`src/sv/i2c_master_register_access_unit_assert.svh`:
```
// Assertion macros shared by the I2C register access unit RTL.
// Depends on nothing; include by bare file name inside a module body.
`ifndef I2C_MASTER_REGISTER_ACCESS_UNIT_ASSERT_SVH
`define I2C_MASTER_REGISTER_ACCESS_UNIT_ASSERT_SVH

// Same-cycle implication, disabled during reset
`define I2CRA_ASSERT_NOW(label, clk_s, rstn_s, ante, cons) \
    label: assert property (@(posedge clk_s) disable iff (!(rstn_s)) (ante) |-> (cons)) \
        else $error("i2cra assertion failed");

// Next-cycle implication, disabled during reset
`define I2CRA_ASSERT_NEXT(label, clk_s, rstn_s, ante, cons) \
    label: assert property (@(posedge clk_s) disable iff (!(rstn_s)) (ante) |=> (cons)) \
        else $error("i2cra assertion failed");

`endif

```
`src/sv/i2cra_pkg.sv`:
```
// Types and constants for the I2C master register access unit.
// No dependencies; imported by every module of the block.
`default_nettype none

package i2cra_pkg;

    // Largest number of data bytes per transaction
    localparam int unsigned MAX_BYTES = 256;
    localparam logic [8:0]  MAX_BYTES_W = 9'(MAX_BYTES);

    // Stream beat widths
    localparam int unsigned IN_DATA_W  = 40;
    localparam int unsigned IN_USER_W  = 2;
    localparam int unsigned OUT_DATA_W = 24;

    // Command codes
    localparam logic [1:0] CMD_NONE  = 2'd0;
    localparam logic [1:0] CMD_READ  = 2'd1;
    localparam logic [1:0] CMD_WRITE = 2'd2;

    // Configuration register indexes
    localparam logic [1:0] CFG_HIGH_TICKS = 2'd0;
    localparam logic [1:0] CFG_SETUP_TICKS = 2'd1;
    localparam logic [1:0] CFG_LOW_TAIL_TICKS = 2'd2;
    localparam logic [1:0] CFG_ACK_TIMEOUT = 2'd3;

    typedef enum logic [3:0] {
        PH_IDLE     = 4'd0,
        PH_ST_A     = 4'd1,
        PH_ST_B     = 4'd2,
        PH_TX_SETUP = 4'd3,
        PH_TX_HIGH  = 4'd4,
        PH_TX_LOW   = 4'd5,
        PH_ACK_REL  = 4'd6,
        PH_ACK_POLL = 4'd7,
        PH_ACK_HOLD = 4'd8,
        PH_RX_LOW   = 4'd9,
        PH_RX_HIGH  = 4'd10,
        PH_RA_LOW   = 4'd11,
        PH_RA_HIGH  = 4'd12,
        PH_SP_A     = 4'd13,
        PH_SP_B     = 4'd14
    } phase_t;

    typedef enum logic [1:0] {
        SG_DEV   = 2'd0,
        SG_REG   = 2'd1,
        SG_DEVRD = 2'd2,
        SG_DATA  = 2'd3
    } stage_t;

    typedef struct packed {
        logic [9:0] high_ticks;
        logic [9:0] setup_ticks;
        logic [9:0] low_tail_ticks;
        logic [7:0] ack_timeout;
    } cfg_t;

    typedef struct packed {
        phase_t     phase;
        logic [9:0] tick_count;
        logic [3:0] bit_count;
        logic [7:0] shift_byte;
        logic [8:0] bytes_left;
        logic [7:0] ack_wait;
        logic [7:0] latched_dev;
        logic [7:0] latched_reg;
        logic       is_read;
        logic       scl;
        logic       sda;
        stage_t     stage;
        logic [8:0] data_index;
        logic       failed;
    } seq_t;

    // Sequencer state after reset: idle, bus released
    localparam seq_t SEQ_RESET = '{
        phase:       PH_IDLE,
        tick_count:  10'd0,
        bit_count:   4'd0,
        shift_byte:  8'd0,
        bytes_left:  9'd0,
        ack_wait:    8'd0,
        latched_dev: 8'd0,
        latched_reg: 8'd0,
        is_read:     1'b0,
        scl:         1'b1,
        sda:         1'b0,
        stage:       SG_DEV,
        data_index:  9'd0,
        failed:      1'b0
    };

    typedef struct packed {
        logic [1:0] cmd;
        logic [7:0] dev_addr;
        logic [7:0] reg_addr;
        logic [8:0] byte_count;
        logic [7:0] wr_byte;
        logic       sda_sample;
    } tick_in_t;

    typedef struct packed {
        logic       ok;
        logic       done_res;
        logic [7:0] byte_index;
        logic       wr_take;
        logic       rd_valid;
        logic [7:0] rd_byte;
        logic       busy_res;
        logic       sda_pull_low;
        logic       scl_level;
    } tick_out_t;

endpackage

`default_nettype wire

```
`src/sv/i2cra_cfg.sv`:
```
// Configuration register file of the I2C register access unit.
// Depends on i2cra_pkg.
`default_nettype none

module i2cra_cfg (
    input  wire logic        clk,
    input  wire logic        rst_n,
    input  wire logic        cfg_we,
    input  wire logic [1:0]  cfg_index,
    input  wire logic [9:0]  cfg_data,
    output i2cra_pkg::cfg_t  cfg
);
    import i2cra_pkg::*;

    cfg_t cfg_reg;

    // Write the addressed register on each accepted beat
    always_ff @(posedge clk or negedge rst_n)
    begin
        if (!rst_n)
        begin
            cfg_reg.high_ticks     <= 10'd13;
            cfg_reg.setup_ticks    <= 10'd5;
            cfg_reg.low_tail_ticks <= 10'd8;
            cfg_reg.ack_timeout    <= 8'd50;
        end
        else if (cfg_we)
        begin
            case (cfg_index)
                CFG_HIGH_TICKS:     cfg_reg.high_ticks     <= cfg_data;
                CFG_SETUP_TICKS:    cfg_reg.setup_ticks    <= cfg_data;
                CFG_LOW_TAIL_TICKS: cfg_reg.low_tail_ticks <= cfg_data;
                CFG_ACK_TIMEOUT:    cfg_reg.ack_timeout    <= cfg_data[7:0];
                default:            cfg_reg                <= cfg_reg;
            endcase
        end
    end

    assign cfg = cfg_reg;

endmodule

`default_nettype wire

```
`src/sv/i2cra_step.sv`:
```
// One-tick sequencer step: next bus state and result fields for one tick.
// Depends on i2cra_pkg; purely combinational.
`default_nettype none

module i2cra_step (
    input  i2cra_pkg::seq_t      st,
    input  i2cra_pkg::tick_in_t  tin,
    input  i2cra_pkg::cfg_t      cfg,
    output i2cra_pkg::seq_t      nxt,
    output i2cra_pkg::tick_out_t res
);
    import i2cra_pkg::*;

    logic [8:0] bl_dec;
    logic [8:0] idx_inc;
    logic [8:0] n_sat;
    logic [7:0] sh_tx;
    logic [7:0] sh_rx;
    logic [3:0] bc_inc;

    assign bl_dec  = (st.bytes_left != 9'd0) ? (st.bytes_left - 9'd1) : 9'd0;
    assign idx_inc = st.data_index + 9'd1;
    assign n_sat   = (tin.byte_count > MAX_BYTES_W) ? MAX_BYTES_W : tin.byte_count;
    assign sh_tx   = {st.shift_byte[6:0], 1'b0};
    assign sh_rx   = {st.shift_byte[6:0], tin.sda_sample};
    assign bc_inc  = st.bit_count + 4'd1;

    always_comb
    begin
        nxt = st;
        res = '0;

        if (st.phase == PH_IDLE)
        begin
            // Latch a new command and issue START
            if (tin.cmd == CMD_READ || tin.cmd == CMD_WRITE)
            begin
                nxt.latched_dev = tin.dev_addr;
                nxt.latched_reg = tin.reg_addr;
                nxt.is_read     = (tin.cmd == CMD_READ);
                nxt.bytes_left  = n_sat;
                nxt.data_index  = 9'd0;
                nxt.failed      = 1'b0;
                nxt.ack_wait    = 8'd0;
                nxt.stage       = SG_DEV;
                nxt.shift_byte  = tin.dev_addr;
                nxt.phase       = PH_ST_A;
                nxt.scl         = 1'b1;
                nxt.sda         = 1'b0;
                nxt.tick_count  = cfg.high_ticks;
            end
        end
        else if (st.phase == PH_ACK_POLL)
        begin
            // Poll for ACK with SCL high, abort with STOP on timeout
            if (!tin.sda_sample)
            begin
                nxt.phase      = PH_ACK_HOLD;
                nxt.scl        = 1'b1;
                nxt.sda        = 1'b0;
                nxt.tick_count = cfg.high_ticks;
            end
            else if (st.ack_wait >= cfg.ack_timeout)
            begin
                nxt.failed     = 1'b1;
                nxt.phase      = PH_SP_A;
                nxt.scl        = 1'b0;
                nxt.sda        = 1'b1;
                nxt.tick_count = cfg.high_ticks;
            end
            else
            begin
                nxt.ack_wait = st.ack_wait + 8'd1;
            end
        end
        else if (st.tick_count > 10'd1)
        begin
            nxt.tick_count = st.tick_count - 10'd1;
        end
        else
        begin
            // Segment over: advance to the next bus segment
            case (st.phase)
                PH_ST_A:
                begin
                    nxt.phase      = PH_ST_B;
                    nxt.scl        = 1'b1;
                    nxt.sda        = 1'b1;
                    nxt.tick_count = cfg.high_ticks;
                end
                PH_ST_B:
                begin
                    nxt.bit_count  = 4'd0;
                    nxt.phase      = PH_TX_SETUP;
                    nxt.scl        = 1'b0;
                    nxt.sda        = ~st.shift_byte[7];
                    nxt.tick_count = cfg.setup_ticks;
                end
                PH_TX_SETUP:
                begin
                    nxt.phase      = PH_TX_HIGH;
                    nxt.scl        = 1'b1;
                    nxt.tick_count = cfg.high_ticks;
                end
                PH_TX_HIGH:
                begin
                    nxt.phase      = PH_TX_LOW;
                    nxt.scl        = 1'b0;
                    nxt.tick_count = cfg.low_tail_ticks;
                end
                PH_TX_LOW:
                begin
                    nxt.shift_byte = sh_tx;
                    nxt.bit_count  = bc_inc;
                    nxt.scl        = 1'b0;
                    if (bc_inc >= 4'd8)
                    begin
                        nxt.ack_wait   = 8'd0;
                        nxt.phase      = PH_ACK_REL;
                        nxt.sda        = 1'b0;
                        nxt.tick_count = cfg.high_ticks;
                    end
                    else
                    begin
                        nxt.phase      = PH_TX_SETUP;
                        nxt.sda        = ~sh_tx[7];
                        nxt.tick_count = cfg.setup_ticks;
                    end
                end
                PH_ACK_REL:
                begin
                    nxt.phase      = PH_ACK_POLL;
                    nxt.scl        = 1'b1;
                    nxt.sda        = 1'b0;
                    nxt.tick_count = 10'd0;
                end
                PH_ACK_HOLD:
                begin
                    case (st.stage)
                        SG_DEV:
                        begin
                            nxt.shift_byte = st.latched_reg;
                            nxt.stage      = SG_REG;
                            nxt.bit_count  = 4'd0;
                            nxt.phase      = PH_TX_SETUP;
                            nxt.scl        = 1'b0;
                            nxt.sda        = ~st.latched_reg[7];
                            nxt.tick_count = cfg.setup_ticks;
                        end
                        SG_REG:
                        begin
                            if (st.is_read)
                            begin
                                // Repeated START toward the read address
                                nxt.stage      = SG_DEVRD;
                                nxt.shift_byte = st.latched_dev + 8'd1;
                                nxt.phase      = PH_ST_A;
                                nxt.scl        = 1'b1;
                                nxt.sda        = 1'b0;
                                nxt.tick_count = cfg.high_ticks;
                            end
                            else if (st.bytes_left == 9'd0)
                            begin
                                nxt.phase      = PH_SP_A;
                                nxt.scl        = 1'b0;
                                nxt.sda        = 1'b1;
                                nxt.tick_count = cfg.high_ticks;
                            end
                            else
                            begin
                                nxt.shift_byte = tin.wr_byte;
                                res.wr_take    = 1'b1;
                                nxt.stage      = SG_DATA;
                                nxt.bit_count  = 4'd0;
                                nxt.phase      = PH_TX_SETUP;
                                nxt.scl        = 1'b0;
                                nxt.sda        = ~tin.wr_byte[7];
                                nxt.tick_count = cfg.setup_ticks;
                            end
                        end
                        SG_DEVRD:
                        begin
                            if (st.bytes_left == 9'd0)
                            begin
                                nxt.phase      = PH_SP_A;
                                nxt.scl        = 1'b0;
                                nxt.sda        = 1'b1;
                                nxt.tick_count = cfg.high_ticks;
                            end
                            else
                            begin
                                nxt.bit_count  = 4'd0;
                                nxt.shift_byte = 8'd0;
                                nxt.phase      = PH_RX_LOW;
                                nxt.scl        = 1'b0;
                                nxt.sda        = 1'b0;
                                nxt.tick_count = cfg.high_ticks;
                            end
                        end
                        default:
                        begin
                            // Data byte acknowledged: count it, fetch the next one or STOP when none is left
                            nxt.bytes_left = bl_dec;
                            nxt.data_index = idx_inc;
                            if (bl_dec == 9'd0)
                            begin
                                nxt.phase      = PH_SP_A;
                                nxt.scl        = 1'b0;
                                nxt.sda        = 1'b1;
                                nxt.tick_count = cfg.high_ticks;
                            end
                            else
                            begin
                                nxt.shift_byte = tin.wr_byte;
                                res.wr_take    = 1'b1;
                                nxt.stage      = SG_DATA;
                                nxt.bit_count  = 4'd0;
                                nxt.phase      = PH_TX_SETUP;
                                nxt.scl        = 1'b0;
                                nxt.sda        = ~tin.wr_byte[7];
                                nxt.tick_count = cfg.setup_ticks;
                            end
                        end
                    endcase
                end
                PH_RX_LOW:
                begin
                    nxt.shift_byte = sh_rx;
                    nxt.phase      = PH_RX_HIGH;
                    nxt.scl        = 1'b1;
                    nxt.sda        = 1'b0;
                    nxt.tick_count = cfg.high_ticks;
                end
                PH_RX_HIGH:
                begin
                    nxt.bit_count  = bc_inc;
                    nxt.scl        = 1'b0;
                    nxt.tick_count = cfg.high_ticks;
                    if (bc_inc >= 4'd8)
                    begin
                        res.rd_byte  = st.shift_byte;
                        res.rd_valid = 1'b1;
                        nxt.phase    = PH_RA_LOW;
                        nxt.sda      = (st.bytes_left > 9'd1);
                    end
                    else
                    begin
                        nxt.phase = PH_RX_LOW;
                        nxt.sda   = 1'b0;
                    end
                end
                PH_RA_LOW:
                begin
                    nxt.phase      = PH_RA_HIGH;
                    nxt.scl        = 1'b1;
                    nxt.tick_count = cfg.high_ticks;
                end
                PH_RA_HIGH:
                begin
                    nxt.bytes_left = bl_dec;
                    nxt.data_index = idx_inc;
                    nxt.scl        = 1'b0;
                    nxt.tick_count = cfg.high_ticks;
                    if (bl_dec == 9'd0)
                    begin
                        nxt.phase = PH_SP_A;
                        nxt.sda   = 1'b1;
                    end
                    else
                    begin
                        nxt.bit_count  = 4'd0;
                        nxt.shift_byte = 8'd0;
                        nxt.phase      = PH_RX_LOW;
                        nxt.sda        = 1'b0;
                    end
                end
                PH_SP_A:
                begin
                    nxt.phase      = PH_SP_B;
                    nxt.scl        = 1'b1;
                    nxt.sda        = 1'b0;
                    nxt.tick_count = cfg.high_ticks;
                end
                default:
                begin
                    // STOP complete: release the bus and report status
                    nxt.phase      = PH_IDLE;
                    nxt.scl        = 1'b1;
                    nxt.sda        = 1'b0;
                    nxt.tick_count = 10'd0;
                    res.done_res   = 1'b1;
                    res.ok         = ~st.failed;
                end
            endcase
        end

        // Line levels and status after this tick
        res.scl_level    = nxt.scl;
        res.sda_pull_low = nxt.sda;
        res.busy_res     = (nxt.phase != PH_IDLE);
        res.byte_index   = (nxt.phase != PH_IDLE) ? nxt.data_index[7:0] : 8'd0;
    end

endmodule

`default_nettype wire

```
`src/sv/i2c_master_register_access_unit.sv`:
```
// Top level of the I2C master register access unit: stream ports, sequencer
// state, result register. Depends on i2cra_pkg, i2cra_cfg, i2cra_step and the
// assertion macro header.
//
// Usage: every input beat on s_axis is one timing tick of the bit-banged bus.
// It carries the sampled SDA level and, while the unit is idle, a command in
// tuser (read or write of byte_count register bytes). Each tick yields exactly
// one result beat on m_axis with the SCL level, the SDA pull-low, busy, a read
// byte with its valid flag, the write-byte take strobe, the current byte index
// and done/ok status. The caller presents the next write byte in wr_byte on
// every tick; it is consumed on the tick whose result shows wr_take.
// A new tick is accepted every cycle unless m_axis stalls: the sequencer state
// register is updated in the same cycle the tick is taken, and the single result
// register holds the beat. When m_axis stalls, s_axis_tready drops only while
// the result register is full and not being drained, so no tick is lost or
// duplicated. Timing registers are written over the cfg channel (always ready)
// only while idle, a rule the block does not enforce and the user must keep.
// Reset (rst_n low, asynchronous) returns the bus to released, the sequencer to
// idle, the timing registers to their defaults and empties the result beat.
`default_nettype none

module i2c_master_register_access_unit (
    input  wire logic                             clk,
    input  wire logic                             rst_n,
    // tdata from bit 0: dev_addr[7:0], reg_addr[15:8], byte_count[24:16],
    // wr_byte[32:25], sda_sample[33], zero pad[39:34]
    input  wire logic [i2cra_pkg::IN_DATA_W-1:0]  s_axis_tdata,
    // tuser from bit 0: cmd[1:0]
    input  wire logic [i2cra_pkg::IN_USER_W-1:0]  s_axis_tuser,
    input  wire logic                             s_axis_tvalid,
    output logic                                  s_axis_tready,
    // tdata from bit 0: scl_level[0], sda_pull_low[1], busy_res[2], rd_byte[10:3],
    // rd_valid[11], wr_take[12], byte_index[20:13], done_res[21], ok[22], pad[23]
    output logic [i2cra_pkg::OUT_DATA_W-1:0]      m_axis_tdata,
    output logic                                  m_axis_tvalid,
    input  wire logic                             m_axis_tready,
    input  wire logic                             cfg_valid,
    output logic                                  cfg_ready,
    input  wire logic [1:0]                       cfg_index,
    input  wire logic [9:0]                       cfg_data
);
    import i2cra_pkg::*;

    cfg_t      cfg;
    seq_t      st_reg;
    seq_t      st_next;
    tick_in_t  tin;
    tick_out_t res;
    logic      in_acc;
    logic      out_valid_reg;
    tick_out_t out_data_reg;

    assign cfg_ready = 1'b1;

    i2cra_cfg u_cfg (
        .clk       (clk),
        .rst_n     (rst_n),
        .cfg_we    (cfg_valid & cfg_ready),
        .cfg_index (cfg_index),
        .cfg_data  (cfg_data),
        .cfg       (cfg)
    );

    // Unpack the input beat
    assign tin.cmd        = s_axis_tuser;
    assign tin.dev_addr   = s_axis_tdata[7:0];
    assign tin.reg_addr   = s_axis_tdata[15:8];
    assign tin.byte_count = s_axis_tdata[24:16];
    assign tin.wr_byte    = s_axis_tdata[32:25];
    assign tin.sda_sample = s_axis_tdata[33];

    i2cra_step u_step (
        .st  (st_reg),
        .tin (tin),
        .cfg (cfg),
        .nxt (st_next),
        .res (res)
    );

    // Accept while the result register is empty or draining
    assign s_axis_tready = ~out_valid_reg | m_axis_tready;
    assign in_acc        = s_axis_tvalid & s_axis_tready;

    // Advance the sequencer on each accepted tick
    always_ff @(posedge clk or negedge rst_n)
    begin
        if (!rst_n)
        begin
            st_reg <= SEQ_RESET;
        end
        else if (in_acc)
        begin
            st_reg <= st_next;
        end
    end

    // Hold the result beat until taken
    always_ff @(posedge clk or negedge rst_n)
    begin
        if (!rst_n)
        begin
            out_valid_reg <= 1'b0;
        end
        else if (in_acc)
        begin
            out_valid_reg <= 1'b1;
        end
        else if (m_axis_tready)
        begin
            out_valid_reg <= 1'b0;
        end
    end

    always_ff @(posedge clk)
    begin
        if (in_acc)
        begin
            out_data_reg <= res;
        end
    end

    assign m_axis_tvalid = out_valid_reg;
    assign m_axis_tdata  = {1'b0, out_data_reg};

    `include "i2c_master_register_access_unit_assert.svh"

    `I2CRA_ASSERT_NEXT(a_done_goes_idle, clk, rst_n, in_acc && res.done_res,
        st_reg.phase == PH_IDLE)
    `I2CRA_ASSERT_NEXT(a_idle_holds, clk, rst_n,
        in_acc && st_reg.phase == PH_IDLE && tin.cmd != CMD_READ && tin.cmd != CMD_WRITE,
        st_reg.phase == PH_IDLE)
    `I2CRA_ASSERT_NOW(a_rd_only_on_read, clk, rst_n, in_acc && res.rd_valid, st_reg.is_read)
    `I2CRA_ASSERT_NOW(a_wr_only_on_write, clk, rst_n, in_acc && res.wr_take, !st_reg.is_read)
    `I2CRA_ASSERT_NOW(a_ready_when_empty, clk, rst_n, !out_valid_reg, s_axis_tready)

endmodule

`default_nettype wire

```
`config.mk`:
```
export PLATFORM = sky130hd
export DESIGN_NAME = i2c_master_register_access_unit
export DESIGN_NICKNAME = d
export VERILOG_FILES = /design/src/sv/i2cra_pkg.sv /design/src/sv/i2cra_cfg.sv /design/src/sv/i2cra_step.sv /design/src/sv/i2c_master_register_access_unit.sv
export VERILOG_INCLUDE_DIRS = /design/src /design/src/sv
export SDC_FILE = /design/constraint.sdc
export NUM_CORES = 1
export LEC_CHECK = 0
export ABC_CLOCK_PERIOD_IN_PS = 3000
export BUFFER_PORTS_ARGS = -buffer_cell sky130_fd_sc_hd__buf_2
export CAP_MARGIN = 25
export CORE_MARGIN = 1
export CORE_UTILIZATION = 54
export CTS_BUF_LIST = sky130_fd_sc_hd__clkbuf_16
export DETAILED_ROUTE_END_ITERATION = 10
export PLACE_DENSITY = 0.81
export SYNTH_ARGS = -nofsm -noshare
export SYNTH_HDL_FRONTEND = slang
export SYNTH_SLANG_ARGS = --single-unit
```
`constraint.sdc`:
```
create_clock -name clk -period 3 [get_ports clk]
set_clock_uncertainty 0.05 [all_clocks]
set_input_delay 0.6 -clock clk [delete_from_list [all_inputs] [get_ports clk]]
set_output_delay 0.6 -clock clk [all_outputs]
set_load 0.01 [all_outputs]
```
=== Word-level counts from Yosys, hierarchy flattened ===
Cells that the tools add are included.

* Register bits after elaboration: 136
* Latch bits: 0
* Bits in writable memories: 0
* Bits in read-only memories: 0
* Input bits: 59
* Memories: 0

* Add/subtract/negate cells: 6
* Multiply operators: 0
* Div/mod/pow operators: 0
* Order comparisons: 5
* Equal/unequal tests: 40
* Shift-type cells: 0
* Mux-type cells: 73
* Bitwise gates (word level): 14
* Reduce and logical (&&, ||, !) cells: 41

{| class="wikitable"
|+ Operator list
! operator !! count
|-
| case mux 14 bit (12 select lines) || 1
|-
| 2-to-1 mux 14 bit || 9
|-
| 2-to-1 mux 12 bit || 7
|-
| case mux 26 bit (3 select lines) || 1
|-
| 2-to-1 mux 56 bit || 1
|-
| 2-to-1 mux 25 bit || 2
|-
| 2-to-1 mux 8 bit || 6
|-
| 2-to-1 mux 9 bit || 5
|-
| 2-to-1 mux 13 bit || 3
|-
| case mux 9 bit (2 select lines) || 2
|-
| case mux 8 bit (4 select lines) || 1
|-
| == test 4 bit (second input constant) || 6
|-
| logical NOT 9 bit || 2
|-
| 2-to-1 mux 17 bit || 1
|-
| adder 8 x 1 -> 8 bit (second input constant) || 2
|-
| == test 4 x 3 -> 1 bit (second input constant) || 4
|-
| inequality test 4 x 3 -> 1 bit (second input constant) || 4
|-
| case mux 4 bit (4 select lines) || 1
|-
| 2-to-1 mux 1 bit || 15
|-
| OR reduction 15 bit || 1
|-
| 2-to-1 mux 2 bit || 7
|-
| 2-to-1 mux 4 bit || 3
|-
| inequality test 3 x 2 -> 1 bit (second input constant) || 4
|-
| NOT 1 bit || 12
|-
| 50 further kinds || 79
|}

=== Longest topological paths before layout ===
Gate-level depths: netlist of run 1.

* Depth after elaboration: 12
* Mapped depth: 10

=== By module ===
Synthesis of run 1 repeated with hierarchy kept, for this count alone.

* Cells, all modules: 930
* Area, all modules: 9345.2 um^2

{| class="wikitable"
|+ By module, submodules not included
! module !! times used !! cells an instance !! area an instance (um^2) !! sequential area each (um^2)
|-
| i2cra_step || 1 || 659 || 4040.1 || 0.0
|-
| i2c_master_register_access_unit || 1 || 188 || 3768.6 || 2568.7
|-
| i2cra_cfg || 1 || 83 || 1536.5 || 962.2
|}

=== Worst setup path after synthesis of run 1 ===
Ideal clock, no wire load.

* Path type: reg2reg
* Start point: register st_reg[31] (netlist name)
* End point: register out_data_reg (netlist bit m_axis_tdata[13]), data pin
* Arrival: 2.531 ns
* Setup slack: 0.140 ns
* Cell stages (with the launch flop): 11
* Path buffers: 1
* Clock period less this slack: 2.860 ns
* Path through: dfrtp_1 inv_1 ha_1 nand2b_1 a2111oi_2 o311ai_1 and2_1 clkbuf_1 o21bai_1 nor4_2 a21oi_1

* Cells in the longest elaborated chain, start to end: 6

{| class="wikitable"
|+ Ends and longest elaborated chain
! item !! RTL line !! RTL
|-
| start: declaration || i2c_master_register_access_unit.sv:45 || <nowiki>seq_t st_reg;</nowiki>
|-
| start signal: assignment || i2c_master_register_access_unit.sv:93 || <nowiki>st_reg <= st_next;</nowiki>
|-
| >= comparator 8 bit || i2cra_step.sv:63 || <nowiki>else if (st.ack_wait >= cfg.ack_timeout)</nowiki>
|-
| 2-to-1 mux 14 bit || i2cra_step.sv:63 ||
|-
| 2-to-1 mux 14 bit || i2cra_step.sv:56 || <nowiki>if (!tin.sda_sample)</nowiki>
|-
| 2-to-1 mux 14 bit || i2cra_step.sv:53 || <nowiki>else if (st.phase == PH_ACK_POLL)</nowiki>
|-
| 2-to-1 mux 14 bit || i2cra_step.sv:33 || <nowiki>if (st.phase == PH_IDLE)</nowiki>
|-
| nonzero test 4 bit || i2cra_step.sv:301 || <nowiki>res.byte_index = (nxt.phase != PH_IDLE) ? nxt.data_index[7:0] : 8'd0;</nowiki>
|-
| end signal: assignment || i2c_master_register_access_unit.sv:118 || <nowiki>out_data_reg <= res;</nowiki>
|-
| end: declaration || i2c_master_register_access_unit.sv:51 || <nowiki>tick_out_t out_data_reg;</nowiki>
|}

No other way between the ends. The select of a mux whose other input is x is not followed.
A chain may end at the register's enable or synchronous reset.

=== Worst setup path after layout of run 1 ===
* Start point: register st_reg[39] (netlist name)
* End point: register st_reg[68] (netlist name)

* Cells in the longest elaborated chain, start to end: 9
* Elaborated cells on any way between the ends: 13
* Those cells by class: add/sub (1); mux (9); reduce/logical (3)

{| class="wikitable"
|+ Ends and longest elaborated chain
! item !! RTL line !! RTL
|-
| subtractor 9 x 1 -> 9 bit or nonzero test 9 bit (tied branches) || i2cra_step.sv:21 || <nowiki>assign bl_dec = (st.bytes_left != 9'd0) ? (st.bytes_left - 9'd1) : 9'd0;</nowiki>
|-
| 2-to-1 mux 9 bit || i2cra_step.sv:21 ||
|-
| logical NOT 9 bit || i2cra_step.sv:205 || <nowiki>if (bl_dec == 9'd0)</nowiki>
|-
| 2-to-1 mux 14 bit || i2cra_step.sv:205 ||
|-
| case mux 26 bit (3 select lines) * || i2cra_step.sv:139 || <nowiki>case (st.stage)</nowiki>
|-
| case mux 14 bit (12 select lines) * || i2cra_step.sv:83 || <nowiki>case (st.phase)</nowiki>
|-
| 2-to-1 mux 10 bit * || i2cra_step.sv:76 || <nowiki>else if (st.tick_count > 10'd1)</nowiki>
|-
| 2-to-1 mux 14 bit * || i2cra_step.sv:53 ||
|-
| 2-to-1 mux 14 bit * || i2cra_step.sv:33 ||
|}

Every way passes the cells marked *; elsewhere a longest branch is shown, timed or not.

==> results_dict.tcl, run 1 <==
set metrics [dict create \
    cts_made_buffers 17 \
    tightestPinTransition_ns 0.9636 \
    area_growth_from_synthesis_to_layout_pct 17.59 \
    maxCapViolations 0 \
    fill_cells 1174 \
    initial_utilization_pct 55.83 \
    power.ir.vdd_worst_uv 509.7 \
    timing.final.max_slew_violations 0 \
    postCtsHoldBufs 0 \
    crit_buf_inv 1 \
    syn_area_um2 8207 \
    run_status "finished, violations left" \
    worstSkewPairLatency_ns 0.43 \
    place_congestion 0.9895 \
    tritoncts "yes" \
    crit_path_category "register to register" \
    final_hpwl_dp_mm 16.33 \
    worst_setup_path_end_kind "register" \
    synthDominantAreaCellType "sky130_fd_sc_hd__dfrtp_1" \
    clkSlewWorstSetupHoldPaths_ns 0.06 \
    portbufs 77 \
    detail_route.first_pass.iterations 9 \
    power.net_switching_mw 1.652 \
    internal_power_component_mw 3.756 \
    synthesis.nets 964 \
    synth.distinct_cells 80 \
    postSynthCellCount 888 \
    drt_iter0_markers 998 \
    clock_tree.root_cell "sky130_fd_sc_hd__clkbuf_16" \
    placedCellCount 1152 \
    pin_count 86 \
    synth-warning-count 0 \
    setup-tns-final_ns 0 \
    first_pass_grt_wire_length_mm 37.32 \
    detailroute.via_count 7647 \
    n_antenna_cell 0 \
    hold_path_class "input port to async pin" \
    post_route_wl_mm 22.73 \
    final_min_period_over_clock_period_pct 95.21 \
    clock_power_share_pct 37.4 \
    slowest_delay_ns 0.69 \
    synth_enable_flop_cells 23 \
    critical_path.slowest_cell "sky130_fd_sc_hd__or4b_2" \
    cts.htree.levels 4 \
    worstPathCellList "inv_1 -> ha_2 -> or4b_2 -> o21ai_4 -> a21oi_1 -> o21bai_4 -> mux2i_1 -> o21ai_0 -> a221o_1" \
    share_seq_of_total_power_pct 42.4 \
    wire_per_inst_um 19.20 \
    max-slew-margin-rel_pct 35.76 \
    post_cts_resized 0 \
    critical_path_required_ns 3.26 \
    finalNonFillerCells 1184 \
    final_layout_size_suffix_gt1_share_pct 24.70 \
    first_global_vias 7242 \
    hold_vio_cnt_final 0 \
    crit_arrival_ns 3.11 \
    timing.critical_path.max_delay_family "compound AO/OA/AOI/OAI gates" \
    achievable-frequency_mhz 350.1 \
    critPathMaxFanout 8 \
    synthesis.area_per_instance_um2 9.242 \
    largest_register_ff_count 73 \
    power.density_cell_area_nw_per_um2 560.3 \
    finalSetupViolations 0 \
    globalRouteOverflowTotal 0 \
    sequential_cell_area_um2 3506 \
    grt_antenna_before_repair 0 \
    antenna_left 0 \
    multi_input_comb_area_um2 4441 \
    die-height_um 125.3 \
    synth.top_cells.by_area "sky130_fd_sc_hd__dfrtp_1 (31%), sky130_fd_sc_hd__edfxtp_1 (8.4%), sky130_fd_sc_hd__mux2_2 (7.0%), sky130_fd_sc_hd__nand2_1 (5.8%), sky130_fd_sc_hd__o21ai_0 (4.3%)" \
    start_kind "register" \
    totalPowerFinal_mw 5.407 \
    cts_max_path_buffers 2 \
    post-synth-top-area-fraction_pct 31.10 \
    failed_checks "design-rule violations" \
    chipWidth_um 125.3 \
    ys.flop_type "sky130_fd_sc_hd__dfrtp_1" \
    swShare_pct 30.55 \
    detail_route.vias_per_cell 6.459 \
    clock-sinks 135 \
    core_um2 14700 \
    maximum_number_of_pins_on_one_net_before_global_route_repair 52 \
    combinationalPowerShare_pct 20.2 \
    rows 44 \
    drc 8 \
    finish.net_count 1063 \
    grtUsageTotal_pct 30.33 \
    timing.final.crit_period_ns 2.856 \
    synth.ff_latch_count 135 \
    power_leakage_nw 4.160 \
    share_of_synthesized_area_occupied_by_flip_flops_and_latches_pct 42.72 \
    rsz0062_at_grt "false" \
    die_area_um2 15690 \
    cts_setup_buffers 0 \
    fraction_of_registers_with_async_set_or_reset_after_synthesis_pct 82.96 \
]
==> cell usage after synthesis (7+ instances only) <==
cell type,count
sky130_fd_sc_hd__a21oi_1,56
sky130_fd_sc_hd__a221oi_1,7
sky130_fd_sc_hd__a222oi_1,13
sky130_fd_sc_hd__a22oi_1,7
sky130_fd_sc_hd__a31oi_1,11
sky130_fd_sc_hd__and2_1,13
sky130_fd_sc_hd__and3_1,9
sky130_fd_sc_hd__clkbuf_1,42
sky130_fd_sc_hd__dfrtp_1,102
sky130_fd_sc_hd__dfstp_2,10
sky130_fd_sc_hd__edfxtp_1,23
sky130_fd_sc_hd__ha_1,17
sky130_fd_sc_hd__inv_1,26
sky130_fd_sc_hd__mux2_2,51
sky130_fd_sc_hd__mux2i_1,11
sky130_fd_sc_hd__nand2_1,127
sky130_fd_sc_hd__nand2b_1,9
sky130_fd_sc_hd__nand3_1,21
sky130_fd_sc_hd__nor2_1,61
sky130_fd_sc_hd__nor3_1,20
sky130_fd_sc_hd__nor4_1,7
sky130_fd_sc_hd__o21a_1,7
sky130_fd_sc_hd__o21ai_0,70
sky130_fd_sc_hd__o22ai_1,11
sky130_fd_sc_hd__o2bb2ai_1,8
sky130_fd_sc_hd__o31ai_1,9
sky130_fd_sc_hd__xor2_1,11
==> kinds of logic (layout without fill, tap and decap cells) <==
logic type | Yosys count | after routing | synth area share (%)
flip-flops | 135 | 135 | 42.72
other | 2 | 2 | 0.09151
AND/OR/NAND/NOR | 314 | 314 | 18.95
AO/OA/AOI/OAI | 264 | 264 | 21.67
buffers and inverters | 77 | 189 | 3.827
multiplexers | 62 | 62 | 8.340
adder cells (fa/ha/maj) | 17 | 17 | 2.592
XOR/XNOR | 17 | 17 | 1.814
==> layer usage <==
layer	routed length [µm]	global-route usage, %	share of wire, %
met5	0	0	0
met4	549	12.20	2.4
met3	2117	5.991	9.3
met2	10780	49.06	47
met1	9277	40.16	41
==> power groups by stage <==
stage / clock network (mW) / logic, mW / registers, mW
final: 2.02 / 1.09 / 2.29
after global routing: 2.11 / 1.20 / 2.32
after CTS: 2.03 / 1.07 / 2.28
after detailed placement: 0 / 1.06 / 2.31
after global placement: 0 / 1.04 / 2.30
after floorplan: 0 / 0.737 / 2.24
==> final cells by class <==
type / instances / share of cell area (%)
Multi-Input combinational cell: 676 / 46.01
Sequential cell: 135 / 36.33
Timing Repair Buffer: 130 / 8.401
Clock buffer: 17 / 4.408
Tap cell: 184 / 2.386
Clock inverter: 15 / 1.413
Inverter: 27 / 1.050
==> layout by cell type, fill, tap and decap left out, types with 6 or more instances in the layout <==
master                      synthesis  routed
sky130_fd_sc_hd__nand2_1          127     127
sky130_fd_sc_hd__dfrtp_1          102     102
sky130_fd_sc_hd__buf_2              2      76
sky130_fd_sc_hd__o21ai_0           70      69
sky130_fd_sc_hd__nor2_1            61      61
sky130_fd_sc_hd__a21oi_1           56      56
sky130_fd_sc_hd__buf_4              4      52
sky130_fd_sc_hd__mux2_2            51      51
sky130_fd_sc_hd__inv_1             26      26
sky130_fd_sc_hd__edfxtp_1          23      23
sky130_fd_sc_hd__nand3_1           21      21
sky130_fd_sc_hd__nor3_1            20      19
sky130_fd_sc_hd__clkbuf_16          0      17
sky130_fd_sc_hd__ha_1              17      16
sky130_fd_sc_hd__a222oi_1          13      13
sky130_fd_sc_hd__and2_1            13      12
sky130_fd_sc_hd__xor2_1            11      11
sky130_fd_sc_hd__o22ai_1           11      11
sky130_fd_sc_hd__a31oi_1           11      11
sky130_fd_sc_hd__mux2i_1           11      10
sky130_fd_sc_hd__dfstp_2           10      10
sky130_fd_sc_hd__nand2b_1           9       9
sky130_fd_sc_hd__o31ai_1            9       9
sky130_fd_sc_hd__and3_1             9       9
sky130_fd_sc_hd__o2bb2ai_1          8       8
sky130_fd_sc_hd__o21a_1             7       7
sky130_fd_sc_hd__a221oi_1           7       7
sky130_fd_sc_hd__a22oi_1            7       7
sky130_fd_sc_hd__xnor2_1            6       6
sky130_fd_sc_hd__nand4_1            6       6
sky130_fd_sc_hd__nor4_1             7       6
sky130_fd_sc_hd__o211ai_1           6       6
sky130_fd_sc_hd__a211oi_1           6       6
sky130_fd_sc_hd__a22o_1             6       6
==> through the flow <==
stage                     hold WS (ns)  util (%)  setup slack [ns]  cell area, µm²
after floorplan                 0.2544         -            0.1403            8207
after global placement          0.4154     61.59            0.1410            9054
after detailed placement        0.4187     61.59            0.1169            9054
after CTS                       0.1172     65.42           0.03050            9615
after global routing            0.1333     65.65          0.004297            9651
final                           0.1048     65.65            0.1437            9651
==> path summary, 6_finish.rpt <==
check	start	cells past startpoint	slack [ns]	end
worst max-delay path	st_reg[39]$_DFFE_PN0P_	9	0.14	st_reg[68]$_DFFE_PN0P_
worst min-delay path	rst_n	1	0.10	st_reg[25]$_DFFE_PN0P_
worst max register to register	st_reg[39]$_DFFE_PN0P_	9	0.14	st_reg[68]$_DFFE_PN0P_
worst min register to register	st_reg[18]$_DFFE_PN0P_	2	0.43	st_reg[18]$_DFFE_PN0P_
max in group asynchronous	rst_n	2	2.03	u_cfg.cfg[20]$_DFFE_PN1P_
min in group clk	s_axis_tdata[12]	3	0.32	st_reg[19]$_DFFE_PN0P_
==> worst reg2reg max path: cells and delay by family, from the launching register on <==
family | cells | cell delay, ns
simple gates | 1 | 0.69
flops | 1 | 0.45
buf+inv | 1 | 0.13
compound gates | 5 | 1.02
fa+ha+maj | 1 | 0.24
mux | 1 | 0.16
(Power assumes the default switching activity.)
==> run 2, diff against run 1 <==
- CORE_UTILIZATION: 54 -> 56
- CTS_BUF_LIST: sky130_fd_sc_hd__clkbuf_16 -> sky130_fd_sc_hd__clkbuf_8
- PLACE_DENSITY: 0.81 -> 0.83
==> run 2 against run 1 <==
Compared with the run above: clock power is 20% lower; the flow now finishes without violations; largest power group unchanged; highest routed layer unchanged; critical path depth is 1 higher; design area is 0.67% lower; non-clock buffer count is 11 higher; register-to-register slack worse by 0.03 ns; first-iteration DRC count is 8.8% lower; fmax is 1.0% lower; combinational power hardly changed; flip-flop and latch count stayed put; setup slack worse by 0.030 ns; power is 7.1% lower.
==> results_dict.tcl, run 2 (same netlist as run 1, synthesis figures left out) <==
set metrics [dict create \
    critical_path.slowest_cell "sky130_fd_sc_hd__or4_4" \
    n_antenna_cell 0 \
    postCtsHoldBufs 0 \
    globalRouteOverflowTotal 0 \
    crit_arrival_ns 3.19 \
    cts.htree.levels 4 \
    place_congestion 0.9703 \
    chipWidth_um 123.1 \
    crit_top_cell "sky130_fd_sc_hd__buf_4" \
    hold_vio_cnt_final 0 \
    clock_power_share_pct 32.1 \
    max-slew-margin-rel_pct 44.54 \
    hold_path_class "input port to async pin" \
    clock-sinks 135 \
    timing.final.crit_period_ns 2.886 \
    critical_path_required_ns 3.31 \
    share_seq_of_total_power_pct 46.0 \
    timing.final.max_slew_violations 0 \
    portbufs 77 \
    worstSkewPairLatency_ns 0.48 \
    leading_cell_type_in_the_layout_fill_and_taps_excluded "sky130_fd_sc_hd__nand2_1" \
    initial_utilization_pct 58.22 \
    start_kind "register" \
    finish.net_count 1074 \
    met2_wirelength_mm 11.15 \
    maximum_number_of_pins_on_one_net_before_global_route_repair 113 \
    slowest_delay_ns 0.57 \
    grtUsageTotal_pct 32.13 \
    final_min_period_over_clock_period_pct 96.20 \
    critPathMaxFanout 8 \
    detailroute.via_count 7702 \
    core_utilization_of_the_finished_layout_pct 68.00 \
    area_growth_from_synthesis_to_layout_pct 16.80 \
    met3_wirelength_mm 1.850 \
    first_global_vias 7057 \
    worstPathCellList "buf_4 -> or4_4 -> nor3_4 -> nor4b_4 -> buf_4 -> nor2_4 -> o21ai_2 -> nor4_4 -> buf_6 -> mux2_2" \
    finalInstanceArea_um2 9585 \
    power.density_cell_area_nw_per_um2 523.8 \
    finalHoldWorstSlack_ns 0.1284 \
    post_route_wl_mm 23.48 \
    largest_register_ff_count 73 \
    cts_made_buffers 17 \
    core_um2 14100 \
    clock_tree.root_cell "sky130_fd_sc_hd__clkbuf_8" \
    die_area_um2 15140 \
    antenna_left 0 \
    drc 0 \
    rows 43 \
    power.ir.vdd_worst_uv 533.0 \
    maxCapViolations 0 \
    grt_antenna_before_repair 0 \
    crit_path_category "register to register" \
    wl_met1_mm 9.732 \
    first_pass_grt_wire_length_mm 36.56 \
    clkSlewWorstSetupHoldPaths_ns 0.08 \
    wire_per_inst_um 19.71 \
    power.net_switching_mw 1.600 \
    power_leakage_nw 4.148 \
    drt_iter0_markers 910 \
    finalNonFillerCells 1191 \
    die-height_um 123.1 \
    placedCellCount 1156 \
    run_status "finished clean" \
    swShare_pct 31.87 \
    internal_power_component_mw 3.421 \
    combinationalPowerShare_pct 21.9 \
    achievable-frequency_mhz 346.5 \
    pin_count 86 \
    final_layout_size_suffix_gt1_share_pct 25.42 \
    cts_max_path_buffers 2 \
    finalSetupViolations 0 \
    worst_setup_path_end_kind "register" \
    highest_layer "met4" \
    tightestPinTransition_ns 0.8297 \
    post_placement_cell_area_um2 9102 \
    tritoncts "yes" \
    detail_route.first_pass.iterations 6 \
    final_hpwl_dp_mm 16.68 \
    setup-tns-final_ns 0 \
    detail_route.vias_per_cell 6.467 \
    most-common-layout-cells "sky130_fd_sc_hd__nand2_1 (127), sky130_fd_sc_hd__dfrtp_1 (102), sky130_fd_sc_hd__buf_2 (76)" \
]
==> run 2: through the flow <==
stage	power (mW)	setup WS [ns]
global placement	3.364	0.08927
CTS	4.995	0.007215
finish	5.021	0.1139
detailed placement	3.395	0.03753
floorplan	2.981	0.1403
global route	5.239	-0.01346
==> run 2: metal layers <==
metal / GRT usage, % / vias to the layer above
li1: - / 3514
met2: 51.40 / 384
met5: 0 / -
met3: 7.103 / 55
met4: 13.63 / 0
met1: 42.09 / 3749
==> run 2: final timing paths <==
kind,start,depth (start not counted),slack (ns),endpoint
max in group asynchronous,rst_n,2,2.27,st_reg[72]$_DFFE_PN0P_
hold reg to reg,st_reg[19]$_DFFE_PN0P_,2,0.44,st_reg[19]$_DFFE_PN0P_
hold / removal,rst_n,2,0.13,st_reg[26]$_DFFE_PN0P_
setup reg to reg,st_reg[39]$_DFFE_PN0P_,10,0.11,st_reg[49]$_DFFE_PN0P_
setup / recovery,st_reg[39]$_DFFE_PN0P_,10,0.11,st_reg[49]$_DFFE_PN0P_
min in group clk,s_axis_tdata[12],3,0.27,st_reg[19]$_DFFE_PN0P_
==> run 2: area by class of cell <==
class,count,area [µm²]
clock buffer,19,261.5
tap,180,225.2
timing repair buffer,141,897.1
clock inverter,13,153.9
inverter,27,101.3
multi-input combinational,676,4441
fill,1097,4511
sequential,135,3506
==> run 2: critical path, delay by kind of cell (launching register included) <==
| family | cells | cell delay (ns) |
|---|---|---|
| compound gates | 1 | 0.11 |
| buf+inv | 3 | 0.50 |
| flops | 1 | 0.38 |
| mux | 1 | 0.34 |
| simple gates | 5 | 1.40 |
==> run 2: what timing repair did <==
item	4_1_cts	5_1_grt
resized for setup	0	9
setup buffers	0	3
endpoints found under the setup margin	0	20
==> run 2: power by group through the flow <==
stage	registers [mW]	logic (mW)	clock network, mW
floorplan	2.24	0.737	0
global placement	2.32	1.04	0
detailed placement	2.33	1.07	0
CTS	2.30	1.08	1.62
global route	2.33	1.20	1.71
finish	2.31	1.10	1.61
